$ cat config.mk
export PLATFORM = sky130hd
export DESIGN_NAME = sorted_list_insert_delete_flat
export DESIGN_NICKNAME = d
export VERILOG_FILES = /design/src/rtl/sli_pkg.sv /design/src/rtl/sli_stream_if.sv /design/src/rtl/sli_cell.sv /design/src/rtl/sorted_list_insert_delete.sv /design/src/flat_wrapper.sv
export SDC_FILE = /design/constraint.sdc
export NUM_CORES = 2
export LEC_CHECK = 0
export ABC_AREA = 1
export BUFFER_PORTS_ARGS = -buffer_cell sky130_fd_sc_hd__buf_2
export CORE_MARGIN = 1
export CORE_UTILIZATION = 25
export CTS_BUF_LIST = sky130_fd_sc_hd__clkbuf_4
export DETAILED_ROUTE_END_ITERATION = 6
export PLACE_DENSITY = 0.48
export SYNTH_ARGS = -nofsm -noshare
export SYNTH_HDL_FRONTEND = slang
export SYNTH_HIERARCHICAL = 1
export SYNTH_SLANG_ARGS = --single-unit
$ cat constraint.sdc
create_clock -name clk -period 25.2 [get_ports clk]
set_clock_uncertainty 0.15 [all_clocks]
set_input_delay 5.04 -clock clk [delete_from_list [all_inputs] [get_ports clk]]
set_output_delay 5.04 -clock clk [all_outputs]
set_load 0.1 [all_outputs]
$ cat src/rtl/sli_pkg.sv
package sli_pkg;

  localparam int unsigned DEFAULT_CAPACITY = 16;
  localparam int unsigned MAX_OUT = 16;

  localparam logic [1:0] CMD_INSERT = 2'd0;
  localparam logic [1:0] CMD_DELETE = 2'd1;
  localparam logic [1:0] CMD_DUMP   = 2'd2;
  localparam logic [1:0] CMD_UNUSED = 2'd3;

  localparam logic [1:0] ST_OK        = 2'd0;
  localparam logic [1:0] ST_NOT_FOUND = 2'd1;
  localparam logic [1:0] ST_EMPTY     = 2'd2;
  localparam logic [1:0] ST_FULL      = 2'd3;

  typedef struct packed {
    logic [1:0]         cmd;
    logic signed [31:0] value;
  } sli_req_t;

  typedef struct packed {
    logic [1:0]         status;
    logic signed [31:0] entry;
    logic [4:0]         count;
    logic               last;
  } sli_rsp_t;

  typedef enum logic [2:0] {
    CELL_HOLD,
    CELL_MARK_INS,
    CELL_MARK_DEL,
    CELL_INSERT,
    CELL_DELETE,
    CELL_ROTATE
  } sli_cell_op_t;

  typedef struct packed {
    sli_cell_op_t       op;
    logic signed [31:0] value;
    logic               found;
  } sli_cell_ctl_t;

endpackage

$ cat src/rtl/sli_stream_if.sv
interface sli_stream_if #(
  parameter type payload_t = logic
);
  logic     valid;
  logic     ready;
  payload_t data;

  modport source (output valid, output data, input ready);
  modport sink (input valid, input data, output ready);
endinterface

$ cat src/rtl/sli_cell.sv
module sli_cell import sli_pkg::*; (
  input  logic               clk,
  input  sli_cell_ctl_t      ctl,
  input  logic               live,
  input  logic               tail,
  input  logic               left_mark,
  input  logic signed [31:0] left_entry,
  input  logic signed [31:0] right_entry,
  input  logic signed [31:0] head_entry,
  output logic signed [31:0] entry,
  output logic               mark,
  output logic               hit
);

  always_ff @(posedge clk) begin
    case (ctl.op)
      CELL_MARK_INS: begin
        mark <= !live || (entry > ctl.value);
        hit  <= live && (entry == ctl.value);
      end
      CELL_MARK_DEL: begin
        mark <= live && (entry >= ctl.value);
        hit  <= live && (entry == ctl.value);
      end
      CELL_INSERT: begin
        if (mark) begin
          entry <= left_mark ? left_entry : ctl.value;
        end
      end
      CELL_DELETE: begin
        if (ctl.found && mark) begin
          entry <= right_entry;
        end
      end
      CELL_ROTATE: begin
        if (live) begin
          entry <= tail ? head_entry : right_entry;
        end
      end
      default: begin
      end
    endcase
  end

endmodule

$ cat src/rtl/sorted_list_insert_delete.sv
// Sorted store of signed 32-bit values held in a row of CAPACITY cells, one entry per
// cell, kept in ascending order. Every cell compares its entry with the request value
// in the beat's accept cycle, and once the output register is free the marked cells
// shift together, so insert and delete each return one result. A dump rotates the held
// entries through the first cell one per cycle while the output register is free, and
// gives one result beat per entry, at most sixteen, the final one marked last; an
// empty dump gives one empty-status beat. Entries need no clearing after reset. A
// result waits in an output register, and a new request is taken while it waits.
module sorted_list_insert_delete import sli_pkg::*; #(
  parameter int unsigned CAPACITY = DEFAULT_CAPACITY
) (
  input logic clk,
  input logic rst,
  sli_stream_if.sink   req,
  sli_stream_if.source rsp
);

  localparam int unsigned CW = $clog2(CAPACITY + 1);

  typedef enum logic [2:0] {
    S_IDLE  = 3'b001,
    S_APPLY = 3'b010,
    S_DUMP  = 3'b100
  } state_t;

  state_t             state;
  logic [1:0]         op;
  logic signed [31:0] value;
  logic [CW-1:0]      held;
  logic [CW-1:0]      k;
  logic               out_valid;
  sli_rsp_t           out_data;

  sli_cell_ctl_t      ctl;
  logic signed [31:0] cell_entry [CAPACITY];
  logic [CAPACITY-1:0] cell_mark;
  logic [CAPACITY-1:0] cell_hit;
  logic               found;
  logic               out_free;
  logic               out_load;
  logic               req_take;
  logic [31:0]        dump_n;

  assign req.ready = (state == S_IDLE);
  assign req_take  = req.valid && req.ready;
  assign out_free  = !out_valid || rsp.ready;
  assign found     = |cell_hit;
  assign rsp.valid = out_valid;
  assign rsp.data  = out_data;
  assign dump_n    = (32'(held) < MAX_OUT) ? 32'(held) : MAX_OUT;
  assign out_load  = out_free &&
                     ((state == S_APPLY && (op != CMD_DUMP || held == '0)) ||
                      (state == S_DUMP && 32'(k) < MAX_OUT));

  always_comb begin
    ctl.op    = CELL_HOLD;
    ctl.value = value;
    ctl.found = found;
    case (state)
      S_IDLE: begin
        ctl.value = req.data.value;
        if (req_take && req.data.cmd == CMD_INSERT) begin
          ctl.op = CELL_MARK_INS;
        end else if (req_take && req.data.cmd == CMD_DELETE) begin
          ctl.op = CELL_MARK_DEL;
        end
      end
      S_APPLY: begin
        if (out_free && op == CMD_INSERT && 32'(held) < CAPACITY) begin
          ctl.op = CELL_INSERT;
        end else if (out_free && op == CMD_DELETE && held != '0) begin
          ctl.op = CELL_DELETE;
        end
      end
      S_DUMP: begin
        if (out_free) begin
          ctl.op = CELL_ROTATE;
        end
      end
      default: begin
      end
    endcase
  end

  for (genvar i = 0; i < CAPACITY; i++) begin : g_cell
    logic               live;
    logic               tail;
    logic               left_mark;
    logic signed [31:0] left_entry;
    logic signed [31:0] right_entry;

    assign live = (CW'(i) < held);
    assign tail = (CW'(i + 1) == held);
    if (i == 0) begin : g_first
      assign left_mark  = 1'b0;
      assign left_entry = cell_entry[i];
    end else begin : g_inner
      assign left_mark  = cell_mark[i-1];
      assign left_entry = cell_entry[i-1];
    end
    if (i == CAPACITY - 1) begin : g_end
      assign right_entry = cell_entry[i];
    end else begin : g_mid
      assign right_entry = cell_entry[i+1];
    end

    sli_cell u_cell (
      .clk         (clk),
      .ctl         (ctl),
      .live        (live),
      .tail        (tail),
      .left_mark   (left_mark),
      .left_entry  (left_entry),
      .right_entry (right_entry),
      .head_entry  (cell_entry[0]),
      .entry       (cell_entry[i]),
      .mark        (cell_mark[i]),
      .hit         (cell_hit[i])
    );
  end

  always_ff @(posedge clk) begin
    if (rst) begin
      state     <= S_IDLE;
      held      <= '0;
      k         <= '0;
      out_valid <= 1'b0;
    end else begin
      if (out_load) begin
        out_valid <= 1'b1;
      end else if (rsp.ready) begin
        out_valid <= 1'b0;
      end
      case (state)
        S_IDLE: begin
          if (req_take && req.data.cmd != CMD_UNUSED) begin
            op    <= req.data.cmd;
            value <= req.data.value;
            state <= S_APPLY;
          end
        end
        S_APPLY: begin
          if (out_free) begin
            out_data.entry <= '0;
            out_data.last  <= 1'b1;
            case (op)
              CMD_INSERT: begin
                state <= S_IDLE;
                if (32'(held) < CAPACITY) begin
                  held            <= held + CW'(1);
                  out_data.count  <= 5'(held + CW'(1));
                  out_data.status <= ST_OK;
                end else begin
                  out_data.count  <= 5'(held);
                  out_data.status <= ST_FULL;
                end
              end
              CMD_DELETE: begin
                state <= S_IDLE;
                if (held == '0) begin
                  out_data.count  <= 5'(held);
                  out_data.status <= ST_EMPTY;
                end else if (!found) begin
                  out_data.count  <= 5'(held);
                  out_data.status <= ST_NOT_FOUND;
                end else begin
                  held            <= held - CW'(1);
                  out_data.count  <= 5'(held - CW'(1));
                  out_data.status <= ST_OK;
                end
              end
              default: begin
                out_data.count <= 5'(held);
                if (held == '0) begin
                  out_data.status <= ST_EMPTY;
                  state           <= S_IDLE;
                end else begin
                  k     <= '0;
                  state <= S_DUMP;
                end
              end
            endcase
          end
        end
        S_DUMP: begin
          if (out_free) begin
            if (32'(k) < MAX_OUT) begin
              out_data.status <= ST_OK;
              out_data.entry  <= cell_entry[0];
              out_data.count  <= 5'(held);
              out_data.last   <= (32'(k) + 32'd1 == dump_n);
            end
            k <= k + CW'(1);
            if (k + CW'(1) == held) begin
              state <= S_IDLE;
            end
          end
        end
        default: begin
          state <= S_IDLE;
        end
      endcase
    end
  end

  a_held_bound: assert property (@(posedge clk) disable iff (rst)
    32'(held) <= CAPACITY)
    else $error("held count exceeds capacity");

  a_dump_nonempty: assert property (@(posedge clk) disable iff (rst)
    state == S_DUMP |-> held != '0)
    else $error("dump running on an empty list");

  a_insert_grows: assert property (@(posedge clk) disable iff (rst)
    (state == S_APPLY && out_free && op == CMD_INSERT && 32'(held) < CAPACITY)
    |=> held == $past(held) + CW'(1))
    else $error("insert did not grow the list");

  a_dump_ends_idle: assert property (@(posedge clk) disable iff (rst)
    (state == S_DUMP && out_free && k + CW'(1) == held) |=> state == S_IDLE)
    else $error("dump did not finish after the last entry");

endmodule

$ cat src/flat_wrapper.sv
// flat-port wrapper written by rule: the top's interface ports become plain ports
module sorted_list_insert_delete_flat import sli_pkg::*;
#(
  parameter int unsigned CAPACITY = DEFAULT_CAPACITY
)
  (clk, rst, req_valid, req_data, req_ready, rsp_valid, rsp_data, rsp_ready);
  sli_stream_if #(.payload_t(sli_req_t)) req_i ();
  sli_stream_if #(.payload_t(sli_rsp_t)) rsp_i ();
  input logic clk;
  input logic rst;
  input wire logic [$bits(req_i.valid)-1:0] req_valid;
  input wire logic [$bits(req_i.data)-1:0] req_data;
  output wire logic [$bits(req_i.ready)-1:0] req_ready;
  output wire logic [$bits(rsp_i.valid)-1:0] rsp_valid;
  output wire logic [$bits(rsp_i.data)-1:0] rsp_data;
  input wire logic [$bits(rsp_i.ready)-1:0] rsp_ready;
  assign req_i.valid = req_valid;
  assign req_i.data = req_data;
  assign req_ready = req_i.ready;
  assign rsp_valid = rsp_i.valid;
  assign rsp_data = rsp_i.data;
  assign rsp_i.ready = rsp_ready;
  sorted_list_insert_delete #(.CAPACITY(CAPACITY)) u_core (.clk(clk), .rst(rst), .req(req_i), .rsp(rsp_i));
endmodule
==> metrics.md <==
| Metric | Value |
|---|---|
| Status | complete, no violations |
| Wire per inst | 23.0 µm |
| RSZ-0062 raised after global routing | no |
| Worst path arrival time | 9.39 ns |
| Clock share of power | 17.9% |
| Die Area | 227000 µm² |
| Clock Tree Buf Depth | 3 |
| Routed wire length | about 240000 µm |
| FMAX | 114 MHz |
| Post-DP HPWL | 165000 µm |
| Cts bufs inserted | 202 |
| DRT antenna net count | 0 |
| Cells after Synth | 7418 |
| Syn Std Cell Area | approximately 56000 µm² |
| # hold bufs at CTS | 0 |
| Cell-internal power | approximately 0.003 W |
| GPL Wtd Cong | about 0.93 |
| #FFs+latches synth | 632 |
| Clock-pin slew on the worst setup and hold paths | 0.06 ns |
| M1 GR Usage | a little over a quarter |
| Top cell type's share of synthesized area | 33.0% |
| Most frequent cell after synthesis | nand2_1 |
| Vias per inst | 5.15 |
| Post-synth EDFFs | 618 |
| Synth cell types | 45 |
| Yosys warns | 6 |
| Met3 usage | 3.01% |
| HP Class | reg2reg |
| Initial antenna violation count | 14 |
| Top cells by area, synth | edfxtp_1 33%, ha_1 12%, nand2_1 10% |
| CP bufs+invs | 6 |
| Post_cts resized | 0 |
| Register area | about 19000 µm² |
| Die Span Y | ~480 µm |
| Area occupied by multi-input gates | 31500 µm² |
| CP Capture Type | flop |
| Post-CTS setup buffers | 0 |
| PwrDens | 97.5 nW/µm² |
| Hold Fails Final Rpt | 0 |
| Grt met2 use | 34.2% |
| Reg power frac | 24.8% |
| Final TNS setup | 0 ns |
| Crit path max-delay cell type | buf_4 |
| Crit path largest cell delay | 0.70 ns |
| Residual DRC | 0 |
| Dominant synthesized flop cell | edfxtp_1 |
| Pin count of the biggest net entering global routing | 113 |
| Die X | between 400 and 500 µm |
| CP Max Fanout | 55 |
| Sequential fraction of the synthesis area | approximately a third |
| First drt pass iteration count | 6 |
| Share of cells above drive strength 1 | 13.5% |
| Global-route wire length before repair | 347000 µm |
| Critical path cell sequence | buf_2 > nand2_1 > or2_2 > o211ai_1 > buf_4 > buf_4 > buf_4 > nor2_2 > inv_2 > a21oi_1 > a221oi_4 > buf_4 |
| Leakage power | 25.3 nW |
| Filler Cell Count | roughly 24000 |
| Starting Density | 25.2% |
| Root buffer cell | clkbuf_4 |
| # IOs | 80 |
| Critical Path RT | between 20 and 30 ns |
| Vias in the first global route | approximately 51000 |
| CTS tree | built |
| Post-synth top cells | 1515 x nand2_1, 1098 x inv_1, 889 x o21ai_0, 754 x a21oi_1, 618 x edfxtp_1 |
| DRT iter0 DRCs | 5891 |
| Tcrit/Tclk final | 34.8% |
| Gr usage total | 20.6% |
| # port buffers | slightly below 80 |
| Tmin final | ~9 ns |
| Post-DP Area | around 60000 µm² |
| Pins Over Slew Limit | 0 |
| Comb power frac | a little under three fifths |
| Clock latency on the worst-skew pair | 1.22 ns |
| Tightest Pin Transition | ~1.3 ns |
| Crit path max-delay family | buffers and inverters |
| Avg Cell Area, Syn | 7.58 µm² |
| Vias | 54300 |
| Max-cap violations | 0 |
| Max-slew headroom | 16.3% |
| Final Cell Area | 62200 µm² |
| Peak VDD IR | 0.0739 mV |
| Cell taking the most area after synthesis | edfxtp_1 |
| Core Box Area | 223000 µm² |
| Ys async rst share | 0% |
| WS Path Type | in2reg |
| Area growth, synth to finish | 10.6% |
| Type of origin of the critical path | input port |
| NetSw | 0.00307 W |
| Most frequent CP cell | buf_4 |
| Row Count | between 150 and 200 |
| Busiest grt layer | met2 |
| Congestion Overflow GR | 0 |
| TritonCTS Sinks | 632 |
| Fin nets | 7968 |
| Switching Share | ~51% |
| Setup-failing EPs final | 0 |
| Max H-tree Level | 4 |
power groups by stage:
stage                     sequential, W  clock [W]  combinational (W)
after floorplan                 0.00150          0            0.00223
after global placement          0.00153          0            0.00331
after detailed placement        0.00153          0            0.00339
after CTS                       0.00151    0.00112            0.00341
after global routing            0.00151    0.00117            0.00384
final                           0.00151    0.00109            0.00347
logic make-up (layout without fill, tap and decap cells):
group	Yosys count	after routing	synth area share, %
and+or+nand+nor	2588	2588	20.3
DFF	632	632	33.5
AOI/OAI and AO/OA	2101	2101	23.3
xor gates and xnor gates	6	6	0.0934
other	1	11	0.00667
adders and majority gates	520	520	11.6
buffers and inverters	1570	1699	11.3
area by class of cell:
type | count | share of cell area, %
Antenna cell | 9 | 0.0362
Clock inverter | 46 | 0.464
Multi-Input combinational cell | 5217 | 50.6
Clock buffer | 296 | 3.57
Inverter | 1168 | 7.05
Sequential cell | 632 | 30.3
Tap cell | 2975 | 5.98
Timing Repair Buffer | 189 | 1.98
worst reg2reg max path: cells and delay by family, from the launching register on:
kind,cells,cell delay (ns)
AOI/OAI and AO/OA,2,0.47
adders and majority gates,1,0.27
buffers and inverters,6,1.76
DFF,1,0.65
and+or+nand+nor,7,2.24
stage by stage:
stage	power [W]	util, %	worst slack (ns)	hold slack [ns]	std cells
detailed placement	0.00492	26.8	15.39	0.382	10200
finish	0.00606	27.9	16.44	0.397	10500
global route	0.00652	27.9	16.40	0.433	10500
floorplan	0.00373	-	9.46	0.333	7419
CTS	0.00604	27.9	16.62	0.394	10500
global placement	0.00484	26.8	15.40	0.374	10200
per-layer routing:
layer | vias to the layer above | routed length (µm)
met3 | 506 | 17900
met4 | 0 | 11500
met5 | - | 0
met1 | 25900 | 99300
met2 | 2249 | 113000
li1 | 25600 | -
cells in the final DEF (no fill, tap or decap), types with 79 or more instances in the layout:
cell type	instances
a21oi_1	754
buf_4	109
ha_1	520
clkbuf_4	296
nor2_1	279
o21ai_0	888
edfxtp_1	618
nand2_1	1507
buf_2	79
nand3_1	437
inv_1	1098
nand4_1	213
o211ai_2	300
sequential cells by signal, summed over array words and instances (netlist names):
name                        flops
u_core/g_cell.u_cell/mark      16
u_core/g_cell.u_cell/hit       16
u_core/rsp.data                40
u_core/g_cell.u_cell/entry    512
u_core/k                        5
u_core/rsp.valid                1
u_core/held                     5
u_core/value                   32
u_core/op                       2
u_core/state                    3
final timing paths:
path | from | end | slack [ns] | cells past startpoint
max reg2reg | u_core/held[0] | u_core/g_cell[9].u_cell/entry[0] | 19.35 | 16
min reg2reg | u_core/k[3] | u_core/k[3] | 0.40 | 2
max | req_valid | u_core/g_cell[5].u_cell/entry[14] | 16.44 | 12
min | u_core/k[3] | u_core/k[3] | 0.40 | 2
Power figures use the tool's default switching activity.
